===== src/hw/rtl/cog_div.sv =====
// Pipelined restoring divider, one quotient bit per register stage.
// Caller guarantees num >> QW is below den. No package dependencies.
`timescale 1ns / 1ps

module cog_div #(
	parameter int NW = 34,
	parameter int DW = 20,
	parameter int QW = 14,
	parameter int SW = 1
) (
	input  logic          clk,
	input  logic          arst_n,
	input  logic          in_vld,
	input  logic [NW-1:0] num,
	input  logic [DW-1:0] den,
	input  logic [SW-1:0] side_in,
	output logic          out_vld,
	output logic [QW-1:0] quo,
	output logic [SW-1:0] side_out
);

	logic          vld_s  [1:QW];
	logic [DW-1:0] rem_s  [1:QW];
	logic [QW-1:0] lo_s   [1:QW];
	logic [DW-1:0] den_s  [1:QW];
	logic [SW-1:0] side_s [1:QW];

	// Each stage shifts one numerator bit into the remainder and one quotient
	// bit into the low word.
	for (genvar k = 0; k < QW; k++) begin : g_step
		logic          vld_p;
		logic [DW-1:0] rem_p;
		logic [QW-1:0] lo_p;
		logic [DW-1:0] den_p;
		logic [SW-1:0] side_p;
		logic [DW:0]   trial;
		logic          ge;

		if (k == 0) begin : g_in
			assign vld_p  = in_vld;
			assign rem_p  = DW'(num >> QW);
			assign lo_p   = num[QW-1:0];
			assign den_p  = den;
			assign side_p = side_in;
		end else begin : g_mid
			assign vld_p  = vld_s[k];
			assign rem_p  = rem_s[k];
			assign lo_p   = lo_s[k];
			assign den_p  = den_s[k];
			assign side_p = side_s[k];
		end

		assign trial = {rem_p, lo_p[QW-1]};
		assign ge    = trial >= {1'b0, den_p};

		always_ff @(posedge clk or negedge arst_n) begin
			if (!arst_n) begin
				vld_s[k+1] <= 1'b0;
			end else begin
				vld_s[k+1] <= vld_p;
			end
		end

		always_ff @(posedge clk) begin
			rem_s[k+1]  <= ge ? DW'(trial - {1'b0, den_p}) : trial[DW-1:0];
			lo_s[k+1]   <= {lo_p[QW-2:0], ge};
			den_s[k+1]  <= den_p;
			side_s[k+1] <= side_p;
		end
	end

	assign out_vld  = vld_s[QW];
	assign quo      = lo_s[QW];
	assign side_out = side_s[QW];

endmodule


===== config.mk =====
export PLATFORM = sky130hd
export DESIGN_NAME = cog_div
export DESIGN_NICKNAME = d
export VERILOG_FILES = /design/src/hw/rtl/cog_div.sv
export SDC_FILE = /design/constraint.sdc
export NUM_CORES = 1
export LEC_CHECK = 0
export BUFFER_PORTS_ARGS = -buffer_cell sky130_fd_sc_hd__buf_2
export CAP_MARGIN = 20
export CORE_AREA = 2 2 268 270
export CTS_CLUSTER_SIZE = 16
export DETAILED_ROUTE_END_ITERATION = 12
export DIE_AREA = 0 0 270 272
export HOLD_SLACK_MARGIN = 0.08
export SYNTH_ARGS = -nofsm -noshare
export SYNTH_HDL_FRONTEND = slang
export SYNTH_SLANG_ARGS = --single-unit

===== constraint.sdc =====
create_clock -name clk -period 3.8 [get_ports clk]
set_clock_uncertainty 0.2 [all_clocks]
set_input_delay 0.76 -clock clk [delete_from_list [all_inputs] [get_ports clk]]
set_output_delay 0.76 -clock clk [all_outputs]
set_load 0.05 [all_outputs]

# Word-level counts from Yosys, hierarchy flattened

Memories as Yosys holds them, arrays and structs flattened.
Index checks and enable logic that the tools add are counted.

Muxes and demuxes: 14
Add/sub/neg operators: 14
Order comparisons: 14

Operators with widths:

| kind             | count |
|---|---|
| $ge A21 B20 Y1   | 14 |
| $mux W20         | 14 |
| $sub A20 B20 Y20 | 14 |

Register bits after elaboration: 14
Output and inout bits: 16
Input bits: 58
Memories: 4
Memory bits (writable): 770
Logic and storage cells: 60

Memory list:

| name   | words | bits a word | read ports | clocked after memory_dff | wr ports | line | text |
|---|---|---|---|---|---|---|---|
| den_s  | 14    | 20          | 13         | 0                        | 14       | 25   | `logic [DW-1:0] den_s [1:QW];` |
| rem_s  | 14    | 20          | 13         | 0                        | 14       | 23   | `logic [DW-1:0] rem_s [1:QW];` |
| lo_s   | 14    | 14          | 14         | 0                        | 14       | 24   | `logic [QW-1:0] lo_s [1:QW];` |
| side_s | 14    | 1           | 14         | 0                        | 14       | 26   | `logic [SW-1:0] side_s [1:QW];` |

# Longest topological paths before layout

Word-level depth: 2
Mapped depth: 13
Gate-level depth less buffers: 12

# Worst setup path before layout

OpenSTA, ideal clock, no wires.

Path kind: flip-flop to flip-flop
From: reg, netlist name den_s[1][1]
To: reg, netlist name rem_s[0][112]
Setup time: 0.121 ns
Period minus slack after synthesis: 3.140 ns
Data arrival time: 2.820 ns
Path buffers: 1
Slack: 0.660 ns
Required time: 3.479 ns
Cell stages (with the launch flop): 13
Cell sequence: dfxtp_1 > inv_1 > ha_1 > nor2b_1 > o31a_1 > o31ai_4 > a211oi_1 > o22a_1 > a41o_1 > a31o_2 > a211oi_4 > buf_6 > mux2_2

==> results_dict.tcl <==
set metrics [dict create \
    r2r_cells 12 \
    fin_nets 3691 \
    num_rows 98 \
    initial_core_util_pct 44.51 \
    clk_latency_ns 0.64 \
    cts_tree "built" \
    clockRootBuffer "clkbuf_16" \
    synth_seq_area_share_pct 47.52 \
    hold_start "lo_s[5][0]$_DFF_P_" \
    grt_max_degree 42 \
    min_path_cells 0 \
    fp.dieArea_sq_um 73440 \
    max_stage_delay_ns 0.39 \
    max_clock_freq_ghz 0.2787 \
    viasPerCell 5.081 \
    synthCells 3162 \
    relSlewSlack_pct 52.47 \
    synth_edf_count 0 \
    ir_worst_vdd_mv 0.4150 \
    drv_cap 0 \
    min_path_type "register to register" \
    drtAntennaViolNets 0 \
    placedCellCount 4172 \
    route.detailed.drc 0 \
    antenna_found_initial 0 \
    area_delta_synth_final_pct 15.91 \
    grt.total_usage_pct 17.54 \
    final_cells 4354 \
    tns_ns 0 \
    async_flop_share_pct 1.882 \
    clkSinkCount 744 \
    wl_per_cell_microns 14.83 \
    synth-seq-cells 744 \
    ys.flop_type "dfxtp_1" \
    clkPwrFrac_pct 24.0 \
    die_w_microns 270 \
    hold_viol 0 \
    worstMarginPinSlew_ns 0.7075 \
    die_y_microns 272 \
    swShare_pct 35.42 \
    hold_end "lo_s[5][15]$_DFF_P_" \
    crit_arrival_ns 3.90 \
    cp_max_fo 9 \
    cts_buffers 79 \
    finalCritPeriodShare_pct 94.42 \
    setup_violations 0 \
    comb_power_share_pct 44.2 \
    synth.distinct_cells 78 \
    r2r-end "rem_s[0][234]$_DFF_P_" \
    hpwl_microns 50130 \
    routed_wl_microns 64560 \
    p_seq_share_pct 31.8 \
    reg2reg_slack_ns 0.21 \
    globalplace.congestion 0.9560 \
    post-route-min-period_ns 3.588 \
    grt_pass1_wl_microns 107300 \
    diodes 0 \
    hold_slack_ns 0.1185 \
    p_per_area_nw_per_um2 959.4 \
    outcome "finished clean" \
    cts_buffer_depth 3 \
    ys.warnings.count 0 \
    crit_start "den_s[2][41]$_DFF_P_" \
    path_clk_slew_ns 0.06 \
    core_area_sq_um 70750 \
    cp_top_family "compound AO/OA/AOI/OAI gates" \
    num_vias 22121 \
    required_ns 4.11 \
    cpMaxStageDelayCell "dfxtp_1" \
    firstDrtPassIters 5 \
    fillCellCount 6338 \
    rsz0062_at_grt "no" \
    htree_levels 3 \
    num_io_pins 74 \
    syn_avg_cell_area_sq_um 9.960 \
    syn_nets 3513 \
    grt_pass1_vias 22737 \
    end_kind "register" \
    gr-total-overflow 0 \
    crit_chain "inv_1 -> ha_1 -> nor2b_1 -> o31a_1 -> o31ai_4 -> a211oi_1 -> o22a_1 -> a41o_1 -> a31o_2 -> a211oi_4 -> buf_4 -> mux2_2" \
    p_leak_nw 16.87 \
    port_buffers 73 \
    power.switching_mw 12.40 \
    drt-initial-drc-count 914 \
    p_int_mw 22.62 \
    synthesis.area_sq_um 31490 \
    crit_buf_inv 2 \
    drive_above_1_share_pct 11.93 \
    maxSlewViolCount 0 \
    critPathKind "register to register" \
    critPathLaunchType "register" \
    rr_startpoint "den_s[2][41]$_DFF_P_" \
]
==> cell families after synthesis <==
logic type | Yosys count | share of synthesized area [%]
AOI/OAI and AO/OA | 721 | 14.64
adders and majority gates | 293 | 11.95
buffers and inverters | 393 | 4.978
muxes | 146 | 5.256
and+or+nand+nor | 673 | 10.32
xor gates and xnor gates | 192 | 5.340
DFF | 744 | 47.52
==> power by group through the flow <==
| stage | clock (mW) | sequential [mW] | combinational, mW |
|---|---|---|---|
| final | 8.40 | 11.1 | 15.5 |
| after detailed placement | 0 | 11.3 | 15.3 |
| after global routing | 8.99 | 11.4 | 17.2 |
| after floorplan | 0 | 11.1 | 12.0 |
| after CTS | 8.66 | 11.2 | 15.5 |
| after global placement | 0 | 11.3 | 14.9 |
==> synth_stat cells, types with 7 or more instances <==
master / number / area share, %
dfxtp_1: 730 / 46
inv_1: 344 / 4.1
ha_1: 280 / 11
a21oi_1: 220 / 3.5
nor2_1: 195 / 2.3
nand2_1: 172 / 2.1
o21ai_0: 167 / 2.7
xnor2_1: 123 / 3.4
mux2_2: 117 / 4.2
a21o_1: 103 / 2.5
xor2_1: 69 / 1.9
nand3_1: 48 / 0.76
nor2b_1: 47 / 0.93
nor3_1: 44 / 0.70
nand2b_1: 41 / 0.81
o21a_1: 34 / 0.81
nand4_1: 32 / 0.64
clkbuf_1: 23 / 0.27
and3_1: 21 / 0.42
a211oi_1: 20 / 0.48
o21bai_1: 20 / 0.48
a31oi_1: 19 / 0.38
mux2i_1: 15 / 0.48
buf_2: 14 / 0.22
dfrtp_1: 14 / 1.1
fa_1: 13 / 0.83
nor4_1: 13 / 0.26
o211ai_1: 13 / 0.31
o31a_1: 13 / 0.36
o31ai_1: 13 / 0.31
a2111oi_0: 11 / 0.31
and2_1: 10 / 0.20
buf_6: 10 / 0.36
or2_2: 9 / 0.18
and4_1: 8 / 0.22
mux2_4: 8 / 0.38
or3_1: 8 / 0.16
a31o_2: 7 / 0.19
o22ai_1: 7 / 0.14
==> metal layers <==
layer	part of all wire, %	global-route usage (%)
met2	51	33.43
met5	0	0
met4	5.5	10.76
met1	40	17.99
met3	3.4	2.618
==> cell usage in the layout (no fill, tap or decap), types with 18 or more instances in the layout <==
cell type	n
a211oi_1	20
a21o_1	103
a21oi_1	219
and3_1	21
buf_2	73
buf_4	26
clkbuf_16	80
clkbuf_8	18
dfxtp_1	730
dlygate4sd3_1	36
ha_1	280
inv_1	344
mux2_2	117
nand2_1	172
nand2b_1	41
nand3_1	48
nand4_1	32
nor2_1	195
nor2b_1	47
nor3_1	44
o21a_1	34
o21ai_0	166
o21bai_1	20
xnor2_1	123
xor2_1	69
==> timing repair <==
| action | in CTS | in global routing |
|---|---|---|
| hold endpoints to repair | 49 | 0 |
| endpoints found under the setup margin | 0 | 13 |
| resized for setup | 0 | 2 |
| buffers inserted | 0 | 0 |
| hold buffers | 36 | 0 |
==> sequential cells by signal (all words and copies together) (netlist names) <==
register and flops:
den_s 260, g_step.vld_p 13, out_vld 1, side_s 14
lo_s 196, rem_s 260
==> worst max path at each step <==
stage / to / slack, ns / depth (start not counted)
4_1_cts: rem_s[0][86]$_DFF_P_ / 0.11 / 11
2_1_floorplan: rem_s[0][112]$_DFF_P_ / 0.66 / 12
6_report: rem_s[0][234]$_DFF_P_ / 0.21 / 12
3_5_place_dp: rem_s[0][86]$_DFF_P_ / 0.14 / 11
3_3_place_gp: rem_s[0][149]$_DFF_P_ / 0.16 / 14
5_1_grt: rem_s[0][234]$_DFF_P_ / 0.0002 / 12
==> worst register-to-register path, cell delays in order (launching register included) <==
cell and delay [ns]:
dfxtp_1 0.39, inv_1 0.06, ha_1 0.31, nor2b_1 0.15
o31a_1 0.31, o31ai_4 0.30, a211oi_1 0.14, o22a_1 0.24
a41o_1 0.22, a31o_2 0.27, a211oi_4 0.28, buf_4 0.24
mux2_2 0.37
==> stage by stage <==
| stage | worst slack (ns) | utilization [%] | power, mW | area [sq um] |
|---|---|---|---|---|
| 3_5_place_dp | 0.1428 | 46.89 | 26.63 | 33180 |
| 4_1_cts | 0.1111 | 51.56 | 35.30 | 36480 |
| 3_3_place_gp | 0.1640 | 46.89 | 26.22 | 33180 |
| 2_1_floorplan | 0.6596 | - | 23.08 | 31490 |
| 5_1_grt | 0.0001532 | 51.60 | 37.59 | 36500 |
| 6_report | 0.2119 | 51.60 | 35.02 | 36500 |
==> layout make-up <==
type / count / area (sq um) / area share, %
Inverter: 344 / 1291 / 3.537
Clock buffer: 108 / 2287 / 6.266
Multi-Input combinational cell: 2025 / 14990 / 41.07
Clock inverter: 37 / 654.4 / 1.793
Sequential cell: 744 / 14960 / 40.99
Tap cell: 950 / 1189 / 3.256
Timing Repair Buffer: 146 / 1127 / 3.088
Power figures use the tool's default switching activity.
