## src/hw/rtl/cog_pkg.sv

```systemverilog
// Shared constants, register codes and the CORDIC arctangent table for the
// circle orbit guidance block. No dependencies.
`timescale 1ns / 1ps

package cog_pkg;

	// Configuration register indexes.
	localparam logic [7:0] CFG_TURN_RIGHT = 8'd0;
	localparam logic [7:0] CFG_RADIUS     = 8'd1;
	localparam logic [7:0] CFG_PERIOD     = 8'd2;
	localparam logic [7:0] CFG_BANK_LIM   = 8'd3;

	// Register reset values and floors.
	localparam int RADIUS_RST  = 1000;
	localparam int PERIOD_RST  = 2500;
	localparam int BANK_RST    = 2000;
	localparam int RADIUS_MIN  = 100;
	localparam int PERIOD_MIN  = 10;
	localparam int BANK_MIN    = 10;

	// Course arithmetic in centidegrees.
	localparam int COURSE_FULL = 36000;
	localparam logic signed [17:0] CRS_FULL = 18'sd36000;
	localparam logic signed [17:0] CRS_HALF = 18'sd18000;
	localparam logic signed [17:0] CRS_QTR  = 18'sd9000;

	// Scale factors.
	localparam int MAG_SCALE   = 9000;
	localparam int ACC_SCALE   = 1000;
	localparam int TTG_SCALE   = 100;
	localparam int SLOW_SPEED  = 10;
	localparam int TTG_MAX     = 1048575;
	localparam int SIN_X0      = 636751;
	localparam int L1_GAIN     = 8885766;
	localparam int GRAVITY_UM  = 9810000;
	localparam int ANG_ROUND   = 32768;

	// CORDIC angle format: 1/65536 centidegree.
	localparam int CORDIC_STEPS = 20;
	localparam int ANG_W        = 32;

	// Arctangent of 2^-i in CORDIC angle units.
	function automatic logic signed [ANG_W-1:0] cog_atan(input int i);
		logic signed [ANG_W-1:0] a;
		case (i)
			0:       a = 32'sd294912000;
			1:       a = 32'sd174096719;
			2:       a = 32'sd91987925;
			3:       a = 32'sd46694507;
			4:       a = 32'sd23437865;
			5:       a = 32'sd11730358;
			6:       a = 32'sd5866610;
			7:       a = 32'sd2933484;
			8:       a = 32'sd1466764;
			9:       a = 32'sd733385;
			10:      a = 32'sd366693;
			11:      a = 32'sd183346;
			12:      a = 32'sd91673;
			13:      a = 32'sd45837;
			14:      a = 32'sd22918;
			15:      a = 32'sd11459;
			16:      a = 32'sd5730;
			17:      a = 32'sd2865;
			18:      a = 32'sd1432;
			19:      a = 32'sd716;
			default: a = '0;
		endcase
		return a;
	endfunction

endpackage

```

## src/hw/rtl/cog_cordic.sv

```systemverilog
// Pipelined CORDIC, one micro-rotation per register stage, in rotation or
// vectoring mode. Depends on cog_pkg for the arctangent table.
`timescale 1ns / 1ps

module cog_cordic #(
	parameter int XW        = 24,
	parameter bit VECTORING = 1'b0,
	parameter int SW        = 1
) (
	input  logic                           clk,
	input  logic                           arst_n,
	input  logic                           in_vld,
	input  logic signed [XW-1:0]           x_in,
	input  logic signed [XW-1:0]           y_in,
	input  logic signed [cog_pkg::ANG_W-1:0] z_in,
	input  logic [SW-1:0]                  side_in,
	output logic                           out_vld,
	output logic signed [XW-1:0]           y_out,
	output logic signed [cog_pkg::ANG_W-1:0] z_out,
	output logic [SW-1:0]                  side_out
);
	import cog_pkg::*;

	logic                    vld_s  [1:CORDIC_STEPS];
	logic signed [XW-1:0]    x_s    [1:CORDIC_STEPS];
	logic signed [XW-1:0]    y_s    [1:CORDIC_STEPS];
	logic signed [ANG_W-1:0] z_s    [1:CORDIC_STEPS];
	logic [SW-1:0]           side_s [1:CORDIC_STEPS];

	// One micro-rotation per stage; direction from the angle residue in
	// rotation mode and from the sign of y in vectoring mode.
	for (genvar k = 0; k < CORDIC_STEPS; k++) begin : g_rot
		logic                    vld_p;
		logic signed [XW-1:0]    x_p;
		logic signed [XW-1:0]    y_p;
		logic signed [ANG_W-1:0] z_p;
		logic [SW-1:0]           side_p;
		logic                    ccw;

		if (k == 0) begin : g_in
			assign vld_p  = in_vld;
			assign x_p    = x_in;
			assign y_p    = y_in;
			assign z_p    = z_in;
			assign side_p = side_in;
		end else begin : g_mid
			assign vld_p  = vld_s[k];
			assign x_p    = x_s[k];
			assign y_p    = y_s[k];
			assign z_p    = z_s[k];
			assign side_p = side_s[k];
		end

		assign ccw = VECTORING ? !(y_p > 0) : (z_p >= 0);

		always_ff @(posedge clk or negedge arst_n) begin
			if (!arst_n) begin
				vld_s[k+1] <= 1'b0;
			end else begin
				vld_s[k+1] <= vld_p;
			end
		end

		always_ff @(posedge clk) begin
			if (ccw) begin
				x_s[k+1] <= x_p - (y_p >>> k);
				y_s[k+1] <= y_p + (x_p >>> k);
				z_s[k+1] <= z_p - cog_atan(k);
			end else begin
				x_s[k+1] <= x_p + (y_p >>> k);
				y_s[k+1] <= y_p - (x_p >>> k);
				z_s[k+1] <= z_p + cog_atan(k);
			end
			side_s[k+1] <= side_p;
		end
	end

	assign out_vld  = vld_s[CORDIC_STEPS];
	assign y_out    = y_s[CORDIC_STEPS];
	assign z_out    = z_s[CORDIC_STEPS];
	assign side_out = side_s[CORDIC_STEPS];

endmodule
```

## config.mk

```make
export PLATFORM = sky130hd
export DESIGN_NAME = cog_cordic
export DESIGN_NICKNAME = d
export VERILOG_FILES = /design/src/hw/rtl/cog_pkg.sv /design/src/hw/rtl/cog_cordic.sv
export SDC_FILE = /design/constraint.sdc
export NUM_CORES = 2
export LEC_CHECK = 0
export BUFFER_PORTS_ARGS = -buffer_cell sky130_fd_sc_hd__buf_2
export CAP_MARGIN = 40
export CORE_ASPECT_RATIO = 2
export CORE_MARGIN = 5
export CORE_UTILIZATION = 30
export CTS_CLUSTER_DIAMETER = 100
export DETAILED_ROUTE_END_ITERATION = 7
export REMOVE_ABC_BUFFERS = 1
export SLEW_MARGIN = 10
export SYNTH_ARGS = -nofsm -noshare
export SYNTH_HDL_FRONTEND = slang
export SYNTH_SLANG_ARGS = --single-unit
```

## constraint.sdc

```tcl
create_clock -name clk -period 6.3 [get_ports clk]
set_input_delay 0.945 -clock clk [delete_from_list [all_inputs] [get_ports clk]]
set_output_delay 0.945 -clock clk [all_outputs]
set_load 0.01 [all_outputs]
```

**Word level (Yosys, flattened, before mapping)**

Memories as Yosys holds them, arrays and structs flattened.
Cells that the tools add are included.

- Add/sub/neg operators: 119
- $lt $le $gt $ge: 20
- Muxes and demuxes: 120
- Bitwise logic cells: 60

Operators with widths:

| kind | number |
|---|---|
| $mux 24 | 40 |
| $ge 32x1->1 const B | 20 |
| $mux 32 | 20 |
| $mux 1 | 60 |
| $or 1x1->1 | 60 |
| $add 24x10->24 | 2 |
| $add 24x11->24 | 2 |
| $add 24x12->24 | 2 |
| $add 24x13->24 | 2 |
| $add 24x14->24 | 2 |
| $add 24x15->24 | 2 |
| $add 24x16->24 | 2 |
| $add 24x17->24 | 2 |
| $add 24x18->24 | 2 |
| $add 24x19->24 | 2 |
| $add 24x20->24 | 2 |
| $add 24x21->24 | 2 |
| $add 24x22->24 | 2 |
| $add 24x23->24 | 2 |
| $add 24x5->24 | 2 |
| $add 24x6->24 | 2 |
| $add 24x7->24 | 2 |
| $add 24x8->24 | 2 |
| $add 24x9->24 | 2 |
| 61 further kinds | 81 |

- Register bits: 20
- RAM bits: 1620
- Bits of input ports: 84
- Output and inout port bits: 58
- Word-level logic and storage cells: 343
- Memories: 4

Memory list:

| name | words | bits a word | read ports | clocked after Yosys merged registers in | write ports | RTL line | source |
|---|---|---|---|---|---|---|---|
| z_s | 20 | 32 | 20 | 0 | 20 | cog_cordic.sv:27 | `logic signed [ANG_W-1:0] z_s [1:CORDIC_STEPS];` |
| x_s | 20 | 24 | 19 | 0 | 20 | cog_cordic.sv:25 | `logic signed [XW-1:0] x_s [1:CORDIC_STEPS];` |
| y_s | 20 | 24 | 20 | 0 | 20 | cog_cordic.sv:26 | `logic signed [XW-1:0] y_s [1:CORDIC_STEPS];` |
| side_s | 20 | 1 | 20 | 0 | 20 | cog_cordic.sv:28 | `logic [SW-1:0] side_s [1:CORDIC_STEPS];` |

**Depth between registers and ports, before layout**

- Word-level depth: 4
- Gate-level depth with buffers: 20
- Mapped depth without buffers: 20

**Worst setup path before layout**

Ideal clock, no wire load.

- Path kind: reg2reg
- Start: register, netlist name z_s[0][127]
- End: register, netlist name y_s[0][119]
- Setup time: 0.072 ns
- Arrival: 4.844 ns
- Required time: 6.228 ns
- Setup slack: 1.384 ns
- Cell stages (with the launch flop): 21
- Path buffers: 6
- Clock period less this slack: 4.916 ns
- Path through: dfxtp_1 > buf_2 > buf_1 > buf_1 > clkbuf_1 > buf_1 > clkbuf_1 > nand2_1 > o21ai_0 > ha_1 > a21o_1 > a21o_1 > a2111oi_2 > nor3_1 > nor3_1 > o211ai_1 > a2111oi_0 > nor3_1 > a211o_1 > a21oi_1 > xnor2_1

==> results.sh <==
export IMPL_slew_headroom_pct=36.7
export IMPL_synth_warnings=0
export IMPL_rsz0062_at_grt="no"
export IMPL_fin_crit_ns=5.08
export IMPL_port_buffers=141
export IMPL_fin_skew_ns=0.0922
export IMPL_slew_viol_final=0
export IMPL_grt_pass1_wl_um=471000
export IMPL_hp_class="primary input to register"
export IMPL_clock_sinks=1596
export IMPL_synth_edf_count=0
export IMPL_synth_main_ff_cell="dfxtp_1"
export IMPL_place_congestion=0.988
export IMPL_clockBufferDepth=4
export IMPL_via_count=90418
export IMPL_cts_max_level=4
export IMPL_whs_ns=0.139
export IMPL_tns_ns=0
export IMPL_start_util_pct=30.0
export IMPL_cp_end_kind="register"
export IMPL_core_sq_um=367000
export IMPL_die_area_sq_um=381000
export IMPL_ys_seq_area_share_pct=29.0
export IMPL_finalHoldViolCount=0
export IMPL_multiInputGateArea_sq_um=75200
export IMPL_postRouteAntennaNets=0
export IMPL_clk_pin_slew_worst_paths_ns=0.06
export IMPL_drive_above_1_share_pct=5.25
export IMPL_drc=0
export IMPL_outcome="finished clean"
export IMPL_cts_made_buffers=180
export IMPL_clock_latency_ns=0.90
export IMPL_grtUsageTotal_pct=15.4
export IMPL_avgSynthCellArea_sq_um=8.66
export IMPL_first_pass_iters=5
export IMPL_worst_pin_slew_ns=0.937
export IMPL_period_share_pct=80.7
export IMPL_finalWirelength_um=305000
export IMPL_worstSetupStartpointType="register"
export IMPL_crit_fanout=5
export IMPL_fin_nets=14573
export IMPL_worst_setup_path_type="register to register"
export IMPL_synth_cell_type_count=97
export IMPL_regArea_sq_um=32100
export IMPL_utilization_pct=33.6
export IMPL_cp_data_arrival_time_ns=5.87
export IMPL_clk_root_buffer_cell="clkbuf_16"
export IMPL_antenna_found_initial=7
export IMPL_dp_hpwl_um=252000
export IMPL_die_w_um=439
export IMPL_cap_violations=0
export IMPL_post_cts_setup_buffers=0
export IMPL_cts_tree="done"
export IMPL_ios=142
export IMPL_drt_iter0_drc=2829
export IMPL_num_rows=315
export IMPL_grt_pass1_vias=93631
export IMPL_setup_viol=0
export IMPL_synth_cells=12734
export IMPL_wl_per_cell_um=16.9
export IMPL_max_freq_ghz=0.197
export IMPL_fillers=38291
export IMPL_async_reset_ff_share_pct=1.25
export IMPL_synth_seq_cells=1596
export IMPL_synth_area_sq_um=110000
export IMPL_grt_max_degree=43
export IMPL_area_growth_pct=11.7
export IMPL_fp_dieH_um=868
export IMPL_ctsResizeCount=0
export IMPL_overflow=0
export IMPL_crit_required_ns=7.08
export IMPL_avgViaCountPerCell=5.02
-- synthesized netlist by cell type, types with 59 or more instances --
cell,n,area (sq um)
a211oi_1,119,893
a21o_1,507,3810
a21oi_1,1077,5390
a31oi_1,107,669
and2_1,59,369
and3_1,116,726
clkbuf_1,171,642
dfxtp_1,1576,31600
ha_1,1486,18600
inv_1,604,2270
nand2_1,785,2950
nand2b_1,209,1310
nand3_1,231,1160
nand4_1,75,469
nor2_1,947,3550
nor2b_1,173,1080
nor3_1,287,1440
o21a_1,182,1370
o21ai_0,730,3650
o21bai_1,197,1480
o31ai_1,147,1100
o41ai_1,82,718
or3_1,140,876
xnor2_1,1224,10700
xor2_1,538,4710
-- per-stage QoR --
stage,setup slack (ns),cells,instance area [sq um]
floorplan,1.06,12522,110000
finish,1.22,18003,123000
global route,0.875,18003,123000
global placement,1.35,17663,117000
CTS,1.21,17992,123000
detailed placement,1.27,17676,117000
-- worst paths after layout --
check | to | slack, ns | cells after the start | start
max in group asynchronous | g_rot[9].vld_p | 5.41 | 2 | arst_n
hold / removal | z_s[0][49] | 0.14 | 1 | z_in[17]
min in group asynchronous | out_vld | 0.58 | 2 | arst_n
hold reg to reg | side_s[0][4] | 0.27 | 0 | side_s[0][3]
setup reg to reg | y_s[0][287] | 1.22 | 17 | x_s[0][256]
setup / recovery | y_s[0][287] | 1.22 | 17 | x_s[0][256]
-- final cells by class --
class	instances	share of cell area (%)
Timing Repair Buffer	244	1.19
Sequential cell	1596	26.0
Multi-Input combinational cell	10314	61.0
Inverter	612	1.86
Clock inverter	56	0.561
Antenna cell	9	0.0183
Tap cell	4913	4.99
Clock buffer	259	4.37
-- metal layers --
metal  part of all wire [%]  wire (um)  track usage (%)  vias up
li1                       -          -                -    46142
met1                     28      84000             10.4    41375
met2                     58     177000             33.3     1698
met3                    2.7       8330             1.93     1201
met4                     12      35500             15.4        2
met5                 0.0043         13                0        -
-- flip-flops by register name (all words and copies together), names as in the netlist --
| name | cells |
|---|---|
| g_rot.vld_p | 19 |
| side_s | 20 |
| x_s | 436 |
| out_vld | 1 |
| z_s | 640 |
| y_s | 480 |
-- cell usage in the layout (no fill, tap or decap), drive strengths merged, types with 40 or more instances in the layout --
cell type	instances
a211oi	119
o211ai	55
nor2b	173
a211o	40
o41ai	86
o21ai	749
dfxtp	1576
clkbuf	260
or4	56
buf	242
a31oi	107
nand2	785
a21oi	1079
ha	1486
o21bai	197
nand4	75
nand3	231
a21boi	59
and3	116
nor3	288
o21a	182
xor2	538
o31ai	149
fa	55
mux2i	54
or3	140
xnor2	1224
a21o	507
or2	57
inv	613
and2	59
nand2b	209
nor4	51
nor2	948
-- critical path, cell delays in order (launching register included) --
cell       delay, ns
dfxtp_1         0.33
or4_1           0.59
or3_1           0.38
or3_1           0.39
or3_1           0.36
o211ai_1        0.41
o21ai_0         0.18
ha_1            0.38
a21o_1          0.20
a21oi_1         0.14
nor2b_1         0.09
o311a_1         0.30
a21oi_1         0.13
inv_1           0.07
a2111oi_0       0.52
o21bai_1        0.16
a21oi_1         0.19
xnor2_1         0.13
-- cell families (layout without fill, tap and decap cells) --
| family | after synthesis | count (layout) | synth area share [%] |
|---|---|---|---|
| fa+ha+maj | 1549 | 1549 | 17.9 |
| other cells | 0 | 9 | 0 |
| flops | 1596 | 1596 | 29.0 |
| simple gates | 3271 | 3271 | 14.3 |
| xor+xnor | 1762 | 1762 | 14.0 |
| compound gates | 3678 | 3678 | 21.5 |
| buf+inv | 824 | 1171 | 2.81 |
| mux | 54 | 54 | 0.490 |
-- repair_timing --
action	CTS	global route
hold buffers	1	0
endpoints found under the hold margin	20	0
endpoints found under the setup margin	0	0
Power is left out: the tool's default activity adds up to more than one toggle a clock period on the data nets, which glitch-free logic cannot reach.
